===== src/i2r_pkg.sv =====
// Shared types and constants of the im2row HWC address generator.
// No dependencies; every other file imports this package.
package i2r_pkg;

  // Fixed field widths
  localparam int unsigned DIMREG_W  = 13;
  localparam int unsigned FILTREG_W = 5;
  localparam int unsigned EB_W      = 4;
  localparam int unsigned STRIDE_W  = 5;
  localparam int unsigned PADF_W    = 4;
  localparam int unsigned DIL_W     = 5;
  localparam int unsigned ROWS_W    = 24;
  localparam int unsigned COLS_W    = 12;
  localparam int unsigned BYTE_W    = 8;
  localparam int unsigned SRC_W     = 40;
  localparam int unsigned DST_W     = 48;

  // Configuration port
  localparam int unsigned APB_DW = 32;
  localparam int unsigned APB_AW = 5;
  localparam int unsigned REG_IW = 3;

  typedef enum logic [REG_IW-1:0] {
    REG_IN_ROWS       = 3'd0,
    REG_IN_COLS       = 3'd1,
    REG_CHANNELS      = 3'd2,
    REG_KERN_ROWS     = 3'd3,
    REG_KERN_COLS     = 3'd4,
    REG_OUT_ROWS      = 3'd5,
    REG_OUT_COLS      = 3'd6,
    REG_ELEMENT_BYTES = 3'd7
  } i2r_reg_e;

  typedef enum logic {
    OP_START = 1'b0,
    OP_NEXT  = 1'b1
  } i2r_op_e;

  typedef struct packed {
    logic [DIMREG_W-1:0]  in_rows;
    logic [DIMREG_W-1:0]  in_cols;
    logic [DIMREG_W-1:0]  channels;
    logic [FILTREG_W-1:0] kern_rows;
    logic [FILTREG_W-1:0] kern_cols;
    logic [DIMREG_W-1:0]  out_rows;
    logic [DIMREG_W-1:0]  out_cols;
    logic [EB_W-1:0]      element_bytes;
  } i2r_cfg_t;

  typedef struct packed {
    i2r_op_e             op;
    logic [STRIDE_W-1:0] stride_h;
    logic [STRIDE_W-1:0] stride_w;
    logic [PADF_W-1:0]   pad_h;
    logic [PADF_W-1:0]   pad_w;
    logic [DIL_W-1:0]    dil_h;
    logic [DIL_W-1:0]    dil_w;
    logic [ROWS_W-1:0]   row_stride;
    logic [COLS_W-1:0]   col_stride;
    logic [BYTE_W-1:0]   pad_value;
  } i2r_in_t;

  typedef struct packed {
    logic [SRC_W-1:0]  src_offset;
    logic [DST_W-1:0]  dst_offset;
    logic              is_padding;
    logic [BYTE_W-1:0] fill_byte;
    logic              patch_last;
    logic              job_last;
  } i2r_out_t;

  // Controller to datapath
  typedef struct packed {
    logic load;
    logic step;
    logic calc_hw;
    logic calc_prod;
    logic calc_sum;
    logic out_load;
  } i2r_cmd_t;

  // Datapath to controller
  typedef struct packed {
    logic job_active;
    logic out_free;
  } i2r_status_t;

endpackage


===== src/i2r_if.sv =====
// Valid/ready stream interfaces for the input items and the result items.
// Depends on i2r_pkg for the payload types.
interface i2r_in_if import i2r_pkg::*; ();
  logic    valid;
  logic    ready;
  i2r_in_t payload;
  modport source (output valid, output payload, input ready);
  modport sink   (input valid, input payload, output ready);
endinterface

interface i2r_out_if import i2r_pkg::*; ();
  logic     valid;
  logic     ready;
  i2r_out_t payload;
  modport source (output valid, output payload, input ready);
  modport sink   (input valid, input payload, output ready);
endinterface


===== src/i2r_regs.sv =====
// APB-style configuration register file of the address generator.
// Depends on i2r_pkg for the register map and the configuration struct.
module i2r_regs import i2r_pkg::*; (
  input  logic              clk_i,
  input  logic              rst_ni,
  input  logic              psel,
  input  logic              penable,
  input  logic              pwrite,
  input  logic [APB_AW-1:0] paddr,
  input  logic [APB_DW-1:0] pwdata,
  output logic [APB_DW-1:0] prdata,
  output logic              pready,
  output i2r_cfg_t          cfg_o
);

  i2r_cfg_t cfg_q, cfg_d;
  i2r_reg_e idx;
  logic     wr_en;

  assign idx    = i2r_reg_e'(paddr[APB_AW-1:2]);
  assign wr_en  = psel && penable && pwrite;
  assign pready = 1'b1;
  assign cfg_o  = cfg_q;

  always_comb begin
    cfg_d = cfg_q;
    if (wr_en) begin
      case (idx)
        REG_IN_ROWS:       cfg_d.in_rows       = pwdata[DIMREG_W-1:0];
        REG_IN_COLS:       cfg_d.in_cols       = pwdata[DIMREG_W-1:0];
        REG_CHANNELS:      cfg_d.channels      = pwdata[DIMREG_W-1:0];
        REG_KERN_ROWS:     cfg_d.kern_rows     = pwdata[FILTREG_W-1:0];
        REG_KERN_COLS:     cfg_d.kern_cols     = pwdata[FILTREG_W-1:0];
        REG_OUT_ROWS:      cfg_d.out_rows      = pwdata[DIMREG_W-1:0];
        REG_OUT_COLS:      cfg_d.out_cols      = pwdata[DIMREG_W-1:0];
        REG_ELEMENT_BYTES: cfg_d.element_bytes = pwdata[EB_W-1:0];
        default:           cfg_d = cfg_q;
      endcase
    end
  end

  always_comb begin
    case (idx)
      REG_IN_ROWS:       prdata = APB_DW'(cfg_q.in_rows);
      REG_IN_COLS:       prdata = APB_DW'(cfg_q.in_cols);
      REG_CHANNELS:      prdata = APB_DW'(cfg_q.channels);
      REG_KERN_ROWS:     prdata = APB_DW'(cfg_q.kern_rows);
      REG_KERN_COLS:     prdata = APB_DW'(cfg_q.kern_cols);
      REG_OUT_ROWS:      prdata = APB_DW'(cfg_q.out_rows);
      REG_OUT_COLS:      prdata = APB_DW'(cfg_q.out_cols);
      REG_ELEMENT_BYTES: prdata = APB_DW'(cfg_q.element_bytes);
      default:           prdata = '0;
    endcase
  end

  always_ff @(posedge clk_i or negedge rst_ni) begin
    if (!rst_ni) begin
      cfg_q.in_rows       <= DIMREG_W'(1);
      cfg_q.in_cols       <= DIMREG_W'(1);
      cfg_q.channels      <= DIMREG_W'(1);
      cfg_q.kern_rows     <= FILTREG_W'(1);
      cfg_q.kern_cols     <= FILTREG_W'(1);
      cfg_q.out_rows      <= DIMREG_W'(1);
      cfg_q.out_cols      <= DIMREG_W'(1);
      cfg_q.element_bytes <= EB_W'(1);
    end else begin
      cfg_q <= cfg_d;
    end
  end

endmodule


===== src/i2r_ctrl.sv =====
// Sequencing state machine: takes input transactions and steps the datapath
// through its address stages. Depends on i2r_pkg for command and status.
module i2r_ctrl import i2r_pkg::*; (
  input  logic        clk_i,
  input  logic        rst_ni,
  input  logic        in_valid_i,
  input  i2r_op_e     in_op_i,
  output logic        in_ready_o,
  input  i2r_status_t status_i,
  output i2r_cmd_t    cmd_o
);

  typedef enum logic [4:0] {
    S_IDLE = 5'b00001,
    S_ADDR = 5'b00010,
    S_PROD = 5'b00100,
    S_SUM  = 5'b01000,
    S_OUT  = 5'b10000
  } ctrl_state_e;

  ctrl_state_e state_q, state_d;

  always_comb begin
    state_d    = state_q;
    cmd_o      = '0;
    in_ready_o = 1'b0;
    case (state_q)
      S_IDLE: begin
        in_ready_o = 1'b1;
        if (in_valid_i) begin
          if (in_op_i == OP_START) begin
            cmd_o.load = 1'b1;
          end else if (status_i.job_active) begin
            cmd_o.step = 1'b1;
            state_d    = S_ADDR;
          end
        end
      end
      S_ADDR: begin
        cmd_o.calc_hw = 1'b1;
        state_d       = S_PROD;
      end
      S_PROD: begin
        cmd_o.calc_prod = 1'b1;
        state_d         = S_SUM;
      end
      S_SUM: begin
        cmd_o.calc_sum = 1'b1;
        state_d        = S_OUT;
      end
      S_OUT: begin
        // hold until the output register can take the result
        if (status_i.out_free) begin
          cmd_o.out_load = 1'b1;
          state_d        = S_IDLE;
        end
      end
      default: state_d = S_IDLE;
    endcase
  end

  always_ff @(posedge clk_i or negedge rst_ni) begin
    if (!rst_ni) begin
      state_q <= S_IDLE;
    end else begin
      state_q <= state_d;
    end
  end

endmodule


===== src/i2r_dp.sv =====
// Datapath: job geometry, tap counters, address stages and output register.
// Depends on i2r_pkg; driven by commands from i2r_ctrl.
module i2r_dp import i2r_pkg::*; #(
  parameter int unsigned MAX_DIM    = 4096,
  parameter int unsigned MAX_FILTER = 16
) (
  input  logic        clk_i,
  input  logic        rst_ni,
  input  i2r_cfg_t    cfg_i,
  input  i2r_cmd_t    cmd_i,
  input  i2r_in_t     in_data_i,
  output i2r_status_t status_o,
  input  logic        out_ready_i,
  output logic        out_valid_o,
  output i2r_out_t    out_data_o
);

  localparam int unsigned DIM_W   = $clog2(MAX_DIM);
  localparam int unsigned DIM_CW  = $clog2(MAX_DIM + 1);
  localparam int unsigned FILT_W  = (MAX_FILTER > 1) ? $clog2(MAX_FILTER) : 1;
  localparam int unsigned FILT_CW = $clog2(MAX_FILTER + 1);
  localparam int unsigned PROD_W  = ((DIM_W > FILT_W) ? DIM_W : FILT_W) + STRIDE_W;
  localparam int unsigned H_W     = PROD_W + 2;
  localparam int unsigned HR_W    = DIM_W + ROWS_W;
  localparam int unsigned WC_W    = DIM_W + COLS_W;

  function automatic logic [DIM_CW-1:0] sat_dim(input logic [DIMREG_W-1:0] v);
    if (32'(v) > 32'(MAX_DIM)) sat_dim = DIM_CW'(MAX_DIM);
    else                       sat_dim = DIM_CW'(v);
  endfunction

  function automatic logic [FILT_CW-1:0] sat_filt(input logic [FILTREG_W-1:0] v);
    if (32'(v) > 32'(MAX_FILTER)) sat_filt = FILT_CW'(MAX_FILTER);
    else                          sat_filt = FILT_CW'(v);
  endfunction

  // Job geometry
  logic [STRIDE_W-1:0] stride_h_q, stride_w_q;
  logic [PADF_W-1:0]   pad_h_q, pad_w_q;
  logic [DIL_W-1:0]    dil_h_q, dil_w_q;
  logic [ROWS_W-1:0]   row_stride_q;
  logic [COLS_W-1:0]   col_stride_q;
  logic [BYTE_W-1:0]   pad_value_q;
  logic [DIM_CW-1:0]   ih_q, iw_q, ch_q, oh_q, ow_q;
  logic [FILT_CW-1:0]  fh_q, fw_q;
  logic [EB_W-1:0]     eb_q;

  // Tap counters
  logic              job_active_q, job_active_d;
  logic [DIM_W-1:0]  out_row_q, out_row_d, out_col_q, out_col_d;
  logic [FILT_W-1:0] tap_row_q, tap_row_d, tap_col_q, tap_col_d;
  logic [DIM_W-1:0]  chan_q, chan_d;
  logic [DST_W-1:0]  dest_q, dest_d;

  // Pipeline registers
  logic [DIM_W-1:0]  s_orow_q, s_ocol_q, s_chan_q;
  logic [FILT_W-1:0] s_trow_q, s_tcol_q;
  logic [DST_W-1:0]  s_dest_q;
  logic              s_patch_last_q, s_job_last_q;
  logic [H_W-1:0]    h_q, w_q;
  logic              pad_q;
  logic [HR_W-1:0]   hr_q;
  logic [WC_W-1:0]   wc_q;
  logic [SRC_W-1:0]  sum_q;
  logic [DST_W-1:0]  dst_q;

  i2r_out_t out_q;
  logic     out_valid_q;

  logic chan_end, col_end, row_end, ocol_end, orow_end, patch_end, job_end;
  logic start_ok;

  assign chan_end  = (DIM_CW'(chan_q) + DIM_CW'(1)) >= ch_q;
  assign col_end   = (FILT_CW'(tap_col_q) + FILT_CW'(1)) >= fw_q;
  assign row_end   = (FILT_CW'(tap_row_q) + FILT_CW'(1)) >= fh_q;
  assign ocol_end  = (DIM_CW'(out_col_q) + DIM_CW'(1)) >= ow_q;
  assign orow_end  = (DIM_CW'(out_row_q) + DIM_CW'(1)) >= oh_q;
  assign patch_end = chan_end && col_end && row_end;
  assign job_end   = patch_end && ocol_end && orow_end;

  assign start_ok = (cfg_i.channels != '0) && (cfg_i.kern_rows != '0) &&
                    (cfg_i.kern_cols != '0) && (cfg_i.out_rows != '0) &&
                    (cfg_i.out_cols != '0);

  always_comb begin
    job_active_d = job_active_q;
    out_row_d    = out_row_q;
    out_col_d    = out_col_q;
    tap_row_d    = tap_row_q;
    tap_col_d    = tap_col_q;
    chan_d       = chan_q;
    dest_d       = dest_q;
    if (cmd_i.load) begin
      job_active_d = start_ok;
      out_row_d    = '0;
      out_col_d    = '0;
      tap_row_d    = '0;
      tap_col_d    = '0;
      chan_d       = '0;
      dest_d       = '0;
    end else if (cmd_i.step) begin
      dest_d = dest_q + DST_W'(1);
      // advance channel first, carry outward
      if (!chan_end) begin
        chan_d = chan_q + DIM_W'(1);
      end else begin
        chan_d = '0;
        if (!col_end) begin
          tap_col_d = tap_col_q + FILT_W'(1);
        end else begin
          tap_col_d = '0;
          if (!row_end) begin
            tap_row_d = tap_row_q + FILT_W'(1);
          end else begin
            tap_row_d = '0;
            if (!ocol_end) begin
              out_col_d = out_col_q + DIM_W'(1);
            end else begin
              out_col_d = '0;
              if (!orow_end) begin
                out_row_d = out_row_q + DIM_W'(1);
              end else begin
                out_row_d    = '0;
                job_active_d = 1'b0;
              end
            end
          end
        end
      end
    end
  end

  always_ff @(posedge clk_i or negedge rst_ni) begin
    if (!rst_ni) begin
      job_active_q <= 1'b0;
      out_row_q    <= '0;
      out_col_q    <= '0;
      tap_row_q    <= '0;
      tap_col_q    <= '0;
      chan_q       <= '0;
      dest_q       <= '0;
    end else begin
      job_active_q <= job_active_d;
      out_row_q    <= out_row_d;
      out_col_q    <= out_col_d;
      tap_row_q    <= tap_row_d;
      tap_col_q    <= tap_col_d;
      chan_q       <= chan_d;
      dest_q       <= dest_d;
    end
  end

  // Address arithmetic
  logic [PROD_W-1:0] ph_a, ph_b, pw_a, pw_b;
  logic [H_W-1:0]    h_d, w_d;
  logic              pad_d;
  logic [HR_W-1:0]   hr_d;
  logic [WC_W-1:0]   wc_d;
  logic [SRC_W-1:0]  sum_d, src_scaled;
  logic [DST_W-1:0]  dst_d;

  assign ph_a = PROD_W'(s_orow_q) * PROD_W'(stride_h_q);
  assign ph_b = PROD_W'(s_trow_q) * PROD_W'(dil_h_q);
  assign pw_a = PROD_W'(s_ocol_q) * PROD_W'(stride_w_q);
  assign pw_b = PROD_W'(s_tcol_q) * PROD_W'(dil_w_q);
  assign h_d  = H_W'(ph_a) + H_W'(ph_b) - H_W'(pad_h_q);
  assign w_d  = H_W'(pw_a) + H_W'(pw_b) - H_W'(pad_w_q);

  // sign bit set means the tap lies above or left of the input
  assign pad_d = h_q[H_W-1] || w_q[H_W-1] ||
                 (h_q[H_W-2:0] >= (H_W-1)'(ih_q)) || (w_q[H_W-2:0] >= (H_W-1)'(iw_q));
  assign hr_d  = HR_W'(h_q[DIM_W-1:0]) * HR_W'(row_stride_q);
  assign wc_d  = WC_W'(w_q[DIM_W-1:0]) * WC_W'(col_stride_q);

  assign sum_d      = SRC_W'(hr_q) + SRC_W'(wc_q) + SRC_W'(s_chan_q);
  assign dst_d      = s_dest_q * DST_W'(eb_q);
  assign src_scaled = sum_q * SRC_W'(eb_q);

  always_ff @(posedge clk_i) begin
    if (cmd_i.load) begin
      stride_h_q   <= in_data_i.stride_h;
      stride_w_q   <= in_data_i.stride_w;
      pad_h_q      <= in_data_i.pad_h;
      pad_w_q      <= in_data_i.pad_w;
      dil_h_q      <= in_data_i.dil_h;
      dil_w_q      <= in_data_i.dil_w;
      row_stride_q <= in_data_i.row_stride;
      col_stride_q <= in_data_i.col_stride;
      pad_value_q  <= in_data_i.pad_value;
      ih_q         <= sat_dim(cfg_i.in_rows);
      iw_q         <= sat_dim(cfg_i.in_cols);
      ch_q         <= sat_dim(cfg_i.channels);
      oh_q         <= sat_dim(cfg_i.out_rows);
      ow_q         <= sat_dim(cfg_i.out_cols);
      fh_q         <= sat_filt(cfg_i.kern_rows);
      fw_q         <= sat_filt(cfg_i.kern_cols);
      eb_q         <= cfg_i.element_bytes;
    end
    if (cmd_i.step) begin
      s_orow_q       <= out_row_q;
      s_ocol_q       <= out_col_q;
      s_trow_q       <= tap_row_q;
      s_tcol_q       <= tap_col_q;
      s_chan_q       <= chan_q;
      s_dest_q       <= dest_q;
      s_patch_last_q <= patch_end;
      s_job_last_q   <= job_end;
    end
    if (cmd_i.calc_hw) begin
      h_q <= h_d;
      w_q <= w_d;
    end
    if (cmd_i.calc_prod) begin
      pad_q <= pad_d;
      hr_q  <= hr_d;
      wc_q  <= wc_d;
    end
    if (cmd_i.calc_sum) begin
      sum_q <= sum_d;
      dst_q <= dst_d;
    end
    if (cmd_i.out_load) begin
      out_q.src_offset <= pad_q ? '0 : src_scaled;
      out_q.dst_offset <= dst_q;
      out_q.is_padding <= pad_q;
      out_q.fill_byte  <= pad_q ? pad_value_q : '0;
      out_q.patch_last <= s_patch_last_q;
      out_q.job_last   <= s_job_last_q;
    end
  end

  always_ff @(posedge clk_i or negedge rst_ni) begin
    if (!rst_ni) begin
      out_valid_q <= 1'b0;
    end else if (cmd_i.out_load) begin
      out_valid_q <= 1'b1;
    end else if (out_ready_i) begin
      out_valid_q <= 1'b0;
    end
  end

  assign out_valid_o         = out_valid_q;
  assign out_data_o          = out_q;
  assign status_o.job_active = job_active_q;
  assign status_o.out_free   = !out_valid_q || out_ready_i;

`ifndef SYNTHESIS
  a_step_needs_job : assert property (@(posedge clk_i) disable iff (!rst_ni)
    cmd_i.step |-> job_active_q)
    else $error("step issued without an active job");

  a_load_when_free : assert property (@(posedge clk_i) disable iff (!rst_ni)
    cmd_i.out_load |-> (!out_valid_q || out_ready_i))
    else $error("output register overwritten while holding a result");

  a_last_ends_job : assert property (@(posedge clk_i) disable iff (!rst_ni)
    (cmd_i.out_load && s_job_last_q) |-> !job_active_q)
    else $error("job still active when its last result is issued");

  a_counters_range : assert property (@(posedge clk_i) disable iff (!rst_ni)
    job_active_q |-> ((DIM_CW'(chan_q) < ch_q) && (FILT_CW'(tap_col_q) < fw_q) &&
                      (FILT_CW'(tap_row_q) < fh_q) && (DIM_CW'(out_col_q) < ow_q) &&
                      (DIM_CW'(out_row_q) < oh_q)))
    else $error("tap counter outside job geometry");
`endif

endmodule


===== src/im2row_hwc_address_generator_unit.sv =====
// Im2row address generator for HWC tensors: one move per next transaction while a job
// is active. A next runs through four address stages (tap coordinates, row/column
// products, sum, scaling); the last one holds while the output register is still full.
// A next waits for the last result to load; starts are taken every cycle while idle.
// Reset: asynchronous active low; job idle, counters cleared, registers at 1.
module im2row_hwc_address_generator_unit import i2r_pkg::*; #(
  parameter int unsigned MAX_DIM    = 4096,
  parameter int unsigned MAX_FILTER = 16
) (
  input  logic              clk_i,
  input  logic              rst_ni,
  input  logic              psel,
  input  logic              penable,
  input  logic              pwrite,
  input  logic [APB_AW-1:0] paddr,
  input  logic [APB_DW-1:0] pwdata,
  output logic [APB_DW-1:0] prdata,
  output logic              pready,
  i2r_in_if.sink            in_i,
  i2r_out_if.source         out_o
);

  i2r_cfg_t    cfg;
  i2r_cmd_t    cmd;
  i2r_status_t status;

  i2r_regs u_regs (
    .clk_i   (clk_i),
    .rst_ni  (rst_ni),
    .psel    (psel),
    .penable (penable),
    .pwrite  (pwrite),
    .paddr   (paddr),
    .pwdata  (pwdata),
    .prdata  (prdata),
    .pready  (pready),
    .cfg_o   (cfg)
  );

  i2r_ctrl u_ctrl (
    .clk_i      (clk_i),
    .rst_ni     (rst_ni),
    .in_valid_i (in_i.valid),
    .in_op_i    (in_i.payload.op),
    .in_ready_o (in_i.ready),
    .status_i   (status),
    .cmd_o      (cmd)
  );

  i2r_dp #(
    .MAX_DIM    (MAX_DIM),
    .MAX_FILTER (MAX_FILTER)
  ) u_dp (
    .clk_i       (clk_i),
    .rst_ni      (rst_ni),
    .cfg_i       (cfg),
    .cmd_i       (cmd),
    .in_data_i   (in_i.payload),
    .status_o    (status),
    .out_ready_i (out_o.ready),
    .out_valid_o (out_o.valid),
    .out_data_o  (out_o.payload)
  );

endmodule


===== src/flat_wrapper.sv =====
// flat-port wrapper written by rule: the top's interface ports become plain ports
module im2row_hwc_address_generator_unit_flat import i2r_pkg::*;
#(
  parameter int unsigned MAX_DIM    = 4096,
  parameter int unsigned MAX_FILTER = 16
)
  (clk_i, rst_ni, psel, penable, pwrite, paddr, pwdata, prdata, pready, in_i_valid, in_i_payload, in_i_ready, out_o_valid, out_o_payload, out_o_ready);
  i2r_in_if in_i_i ();
  i2r_out_if out_o_i ();
  input  logic clk_i;
  input  logic rst_ni;
  input  logic psel;
  input  logic penable;
  input  logic pwrite;
  input  logic [APB_AW-1:0] paddr;
  input  logic [APB_DW-1:0] pwdata;
  output logic [APB_DW-1:0] prdata;
  output logic pready;
  input wire logic [$bits(in_i_i.valid)-1:0] in_i_valid;
  input wire logic [$bits(in_i_i.payload)-1:0] in_i_payload;
  output wire logic [$bits(in_i_i.ready)-1:0] in_i_ready;
  output wire logic [$bits(out_o_i.valid)-1:0] out_o_valid;
  output wire logic [$bits(out_o_i.payload)-1:0] out_o_payload;
  input wire logic [$bits(out_o_i.ready)-1:0] out_o_ready;
  assign in_i_i.valid = in_i_valid;
  assign in_i_i.payload = in_i_payload;
  assign in_i_ready = in_i_i.ready;
  assign out_o_valid = out_o_i.valid;
  assign out_o_payload = out_o_i.payload;
  assign out_o_i.ready = out_o_ready;
  im2row_hwc_address_generator_unit #(.MAX_DIM(MAX_DIM), .MAX_FILTER(MAX_FILTER)) u_core (.clk_i(clk_i), .rst_ni(rst_ni), .psel(psel), .penable(penable), .pwrite(pwrite), .paddr(paddr), .pwdata(pwdata), .prdata(prdata), .pready(pready), .in_i(in_i_i), .out_o(out_o_i));
endmodule

===== config.mk =====
export PLATFORM = sky130hd
export DESIGN_NAME = im2row_hwc_address_generator_unit_flat
export DESIGN_NICKNAME = d
export VERILOG_FILES = /design/src/i2r_pkg.sv /design/src/i2r_if.sv /design/src/i2r_regs.sv /design/src/i2r_ctrl.sv /design/src/i2r_dp.sv /design/src/im2row_hwc_address_generator_unit.sv /design/src/flat_wrapper.sv
export SDC_FILE = /design/constraint.sdc
export NUM_CORES = 2
export LEC_CHECK = 0
export BUFFER_PORTS_ARGS = -buffer_cell sky130_fd_sc_hd__buf_2
export CAP_MARGIN = 10
export CORE_UTILIZATION = 40
export DETAILED_ROUTE_END_ITERATION = 10
export REMOVE_ABC_BUFFERS = 1
export SLEW_MARGIN = 0
export SYNTH_ARGS = -nofsm -noshare
export SYNTH_HDL_FRONTEND = slang
export SYNTH_HIERARCHICAL = 1
export SYNTH_SLANG_ARGS = --single-unit

===== constraint.sdc =====
create_clock -name clk_i -period 12.5 [get_ports clk_i]
set_clock_uncertainty 0.1 [all_clocks]
set_input_delay 0 -clock clk_i [delete_from_list [all_inputs] [get_ports clk_i]]
set_output_delay 0 -clock clk_i [all_outputs]
set_load 0.05 [all_outputs]

==> impl_metrics.tcl <==
set metrics [dict create \
    worstMarginPinSlew_ns 1.19 \
    finalHoldViolations 0 \
    endpoint_kind "flip-flop" \
    comb_power_share 0.567 \
    ys_seq_elements 706 \
    die_height_um 386 \
    synthTopCellsByArea "edfxtp_1, fa_1, ha_1, dfrtp_1, inv_1" \
    min_path_type "in2reg" \
    grt.met3_usage 0.0242 \
    r2r-end "u_core/u_dp/hr_q[28]$_DFFE_PP_" \
    grt_util_met1 0.238 \
    p_int_mw 7.86 \
    async_reset_ff_frac 0.252 \
    fin_crit_ns 6.39 \
    finalWeightedCongestion 0.855 \
    slowest_delay_ns 0.56 \
    busiest_layer "met2" \
    path_buf_inv 4 \
    netlist_area_um2 58800 \
    switching_share 0.427 \
    cts_tree "done" \
    row_count 140 \
    slew_headroom 0.205 \
    synthToLayoutAreaGrowth_pct 12.8 \
    postSynthAreaPerCell_um2 10.4 \
    ys_types 101 \
    cts.sink_count 706 \
    routed_wirelength_um 135000 \
    route.vias.total 40100 \
    clkPwrFrac 0.192 \
    cts_resized 0 \
    final_antenna_net_count 0 \
    max_freq_ghz 0.157 \
    synth_edf_count 528 \
    core_area_um2 146000 \
    p_leak_nw 30.7 \
    drv_slew 0 \
    fillers 13800 \
    antenna_found_initial 4 \
    fin_nets 7122 \
    seqPwrFrac 0.241 \
    clkTransAtPathRegs_ns 0.06 \
    io_pins 251 \
    cts_buffers 85 \
    clk_latency_ns 0.69 \
    h-tree-depth 3 \
    power_per_cell_area_nw_per_um2 207 \
    crit_fanout 25 \
    clockBufferDepth 3 \
    finalPower_mw 13.7 \
    use_met2 0.327 \
    slowest_stage "fa_1" \
    synth_flop_cell "edfxtp_1" \
    start_util 0.404 \
    viasPerCell 5.05 \
    drc 0 \
    r2r_start "u_core/u_dp/h_q[4]$_DFFE_PP_" \
    critPathArrivalTime_ns 6.72 \
    ys_seq_area_frac 0.345 \
    worstSetupStartpointType "flip-flop" \
    r2r_cells 20 \
    rsz0062_at_grt "no" \
    port_buffers 209 \
    synth_cells 5656 \
    max-cap-violations 0 \
    drive_gt1_frac 0.0868 \
    critPathRequiredTime_ns 12.83 \
    place_hpwl_um 105000 \
    cp_cell_sequence "buf_4 > nand2_1 > fa_1 > fa_1 > fa_1 > inv_1 > fa_1 > inv_1 > fa_1 > inv_1 > ha_1 > o21a_1 > o21ai_0 > a21oi_1 > o31ai_1 > a211o_1 > a31oi_1 > o31ai_1 > o21ai_0 > xnor2_1" \
    crit_family "adder cells" \
    track_usage 0.187 \
    synth.most_common_cell "inv_1" \
    wire_per_inst_um 17.1 \
    first_pass_iters 7 \
    synth_warnings 6 \
    drt_iter0_markers 1906 \
    path_class "reg2reg" \
    finalCritPeriodShare 0.511 \
    p_sw_mw 5.86 \
    path_depth 20 \
    die_w_um 386 \
    fin_setup_tns_ns 0 \
    synth_top_area_frac 0.269 \
    grt_max_degree 75 \
    grt_pass1_wl_um 222000 \
    r2r_setup_slack_ns 6.11 \
    peakVddDrop_mv 0.359 \
    crit_start "u_core/u_dp/h_q[4]$_DFFE_PP_" \
    grt_pass1_vias 41500 \
    crit_path_frequent_cell "fa_1" \
    fp.dieArea_um2 149000 \
    status "finished clean" \
    endpoint "u_core/u_dp/hr_q[28]$_DFFE_PP_" \
    timing.final.setup_violations 0 \
    ys_top_cells_by_count "inv_1, nand2_1, fa_1, edfxtp_1, ha_1" \
    synth_top_cell_by_area "edfxtp_1" \
    overflow 0 \
    cts_root_buf "clkbuf_16" \
]
## timing repair
| item | in CTS | in global routing |
|---|---|---|
| setup buffers | 0 | 0 |
| hold endpoints to repair | 268 | 0 |
| hold buffers | 170 | 0 |
## kinds of logic (layout without fill, tap and decap cells)
kind of cell               after synthesis  in the layout  synth area share
muxes                                   89             89            0.0171
adders and majority gates             1052           1052             0.302
buffers and inverters                 1070           1418            0.0707
AOI/OAI and AO/OA                      728            728            0.0824
DFF                                    706            706             0.345
and+or+nand+nor                       1753           1753             0.145
other                                    2             21          0.000128
xor gates and xnor gates               256            256            0.0381
## cells in the final DEF, fill, tap and decap left out, drive strengths merged, types with 25 or more instances in the layout
cell	instances
xnor2	165
nor2b	96
and2	316
buf	242
edfxtp	528
clkbuf	118
dlygate4sd3	169
o21ai	143
nand2b	36
mux2	80
ha	442
nor3	50
dfrtp	169
xor2	91
nor2	205
o21bai	25
inv	857
and3	48
nand4	38
fa	610
nand3	87
nand2	784
a21oi	193
a21o	129
## worst register-to-register path, cell delays in order, from the launching register on
cell      delay [ns]
edfxtp_1        0.33
buf_4           0.35
nand2_1         0.18
fa_1            0.55
fa_1            0.43
fa_1            0.49
inv_1           0.06
fa_1            0.55
inv_1           0.07
fa_1            0.56
inv_1           0.05
ha_1            0.33
o21a_1          0.13
o21ai_0         0.21
a21oi_1         0.11
o31ai_1         0.36
a211o_1         0.23
a31oi_1         0.12
o31ai_1         0.52
o21ai_0         0.22
xnor2_1         0.18
## layout make-up
cell class / count / area (um^2) / area share
tap: 1917 / 2400 / 0.0361
clock buffer: 117 / 2450 / 0.0370
antenna: 1 / 2.50 / 0.0000377
inverter: 850 / 3190 / 0.0481
clock inverter: 39 / 531 / 0.00799
sequential: 706 / 20300 / 0.306
timing repair buffer: 412 / 3020 / 0.0455
multi-input combinational: 3898 / 34400 / 0.519
## power groups by stage
stage                     clock (mW)  combinational (mW)  sequential [mW]
after floorplan                    0                5.68             3.28
after global placement             0                7.74             3.35
after detailed placement           0                7.80             3.36
after CTS                       2.72                7.91             3.31
after global routing            2.80                8.80             3.33
final                           2.64                7.78             3.31
## flip-flops by register name, indices dropped and copies added (netlist names), 12 cells and up
signal and cells:
u_core/u_dp/out_data_o 99, u_core/u_dp/s_dest_q 48, u_core/u_dp/out_row_q 12, u_core/u_dp/w_q 19
u_core/u_dp/s_orow_q 12, u_core/u_dp/ih_q 13, u_core/u_dp/h_q 19, u_core/u_dp/oh_q 13
u_core/u_dp/out_col_q 12, u_core/u_dp/dst_q 48, u_core/u_dp/hr_q 36, u_core/u_dp/ow_q 13
u_core/u_regs/cfg_o 79, u_core/u_dp/s_ocol_q 12, u_core/u_dp/s_chan_q 12, u_core/u_dp/ch_q 13
u_core/u_dp/iw_q 13, u_core/u_dp/dest_q 48, u_core/u_dp/sum_q 37, u_core/u_dp/col_stride_q 12
u_core/u_dp/row_stride_q 24, u_core/u_dp/chan_q 12, u_core/u_dp/wc_q 24
## through the flow
stage | cell area, um^2 | utilization | hold slack (ns) | worst slack, ns | std cells
detailed placement | 61700 | 0.423 | -0.0416 | 6.17 | 7613
global placement | 61700 | 0.423 | -0.0524 | 6.14 | 7613
finish | 66400 | 0.455 | 0.0800 | 6.11 | 7940
floorplan | 57900 | - | -0.396 | 3.81 | 5454
global route | 66400 | 0.455 | 0.0258 | 5.74 | 7939
CTS | 66400 | 0.455 | 0.000736 | 6.11 | 7939
## per-layer routing
layer | share of wire | wire, um
met1 | 0.44 | 59100
met2 | 0.50 | 67400
met3 | 0.036 | 4880
met4 | 0.030 | 4030
met5 | 0.000096 | 13
## how the worst min path moves through the flow
stage / slack, ns / startpoint / cells past startpoint / endpoint
after floorplan: -0.40 / rst_ni / 0 / u_core/u_ctrl/state_q[1]$_DFFE_PN0P_
after global placement: -0.05 / rst_ni / 1 / u_core/u_dp/out_col_q[4]$_DFFE_PN0P_
after detailed placement: -0.04 / rst_ni / 1 / u_core/u_dp/out_col_q[4]$_DFFE_PN0P_
after CTS: 0.0007 / in_i_payload[10] / 2 / u_core/u_dp/col_stride_q[2]$_DFFE_PP_
after global routing: 0.03 / in_i_payload[9] / 2 / u_core/u_dp/col_stride_q[1]$_DFFE_PP_
final: 0.08 / in_i_payload[9] / 2 / u_core/u_dp/col_stride_q[1]$_DFFE_PP_
Note: power is estimated with default switching activity, not from simulation.
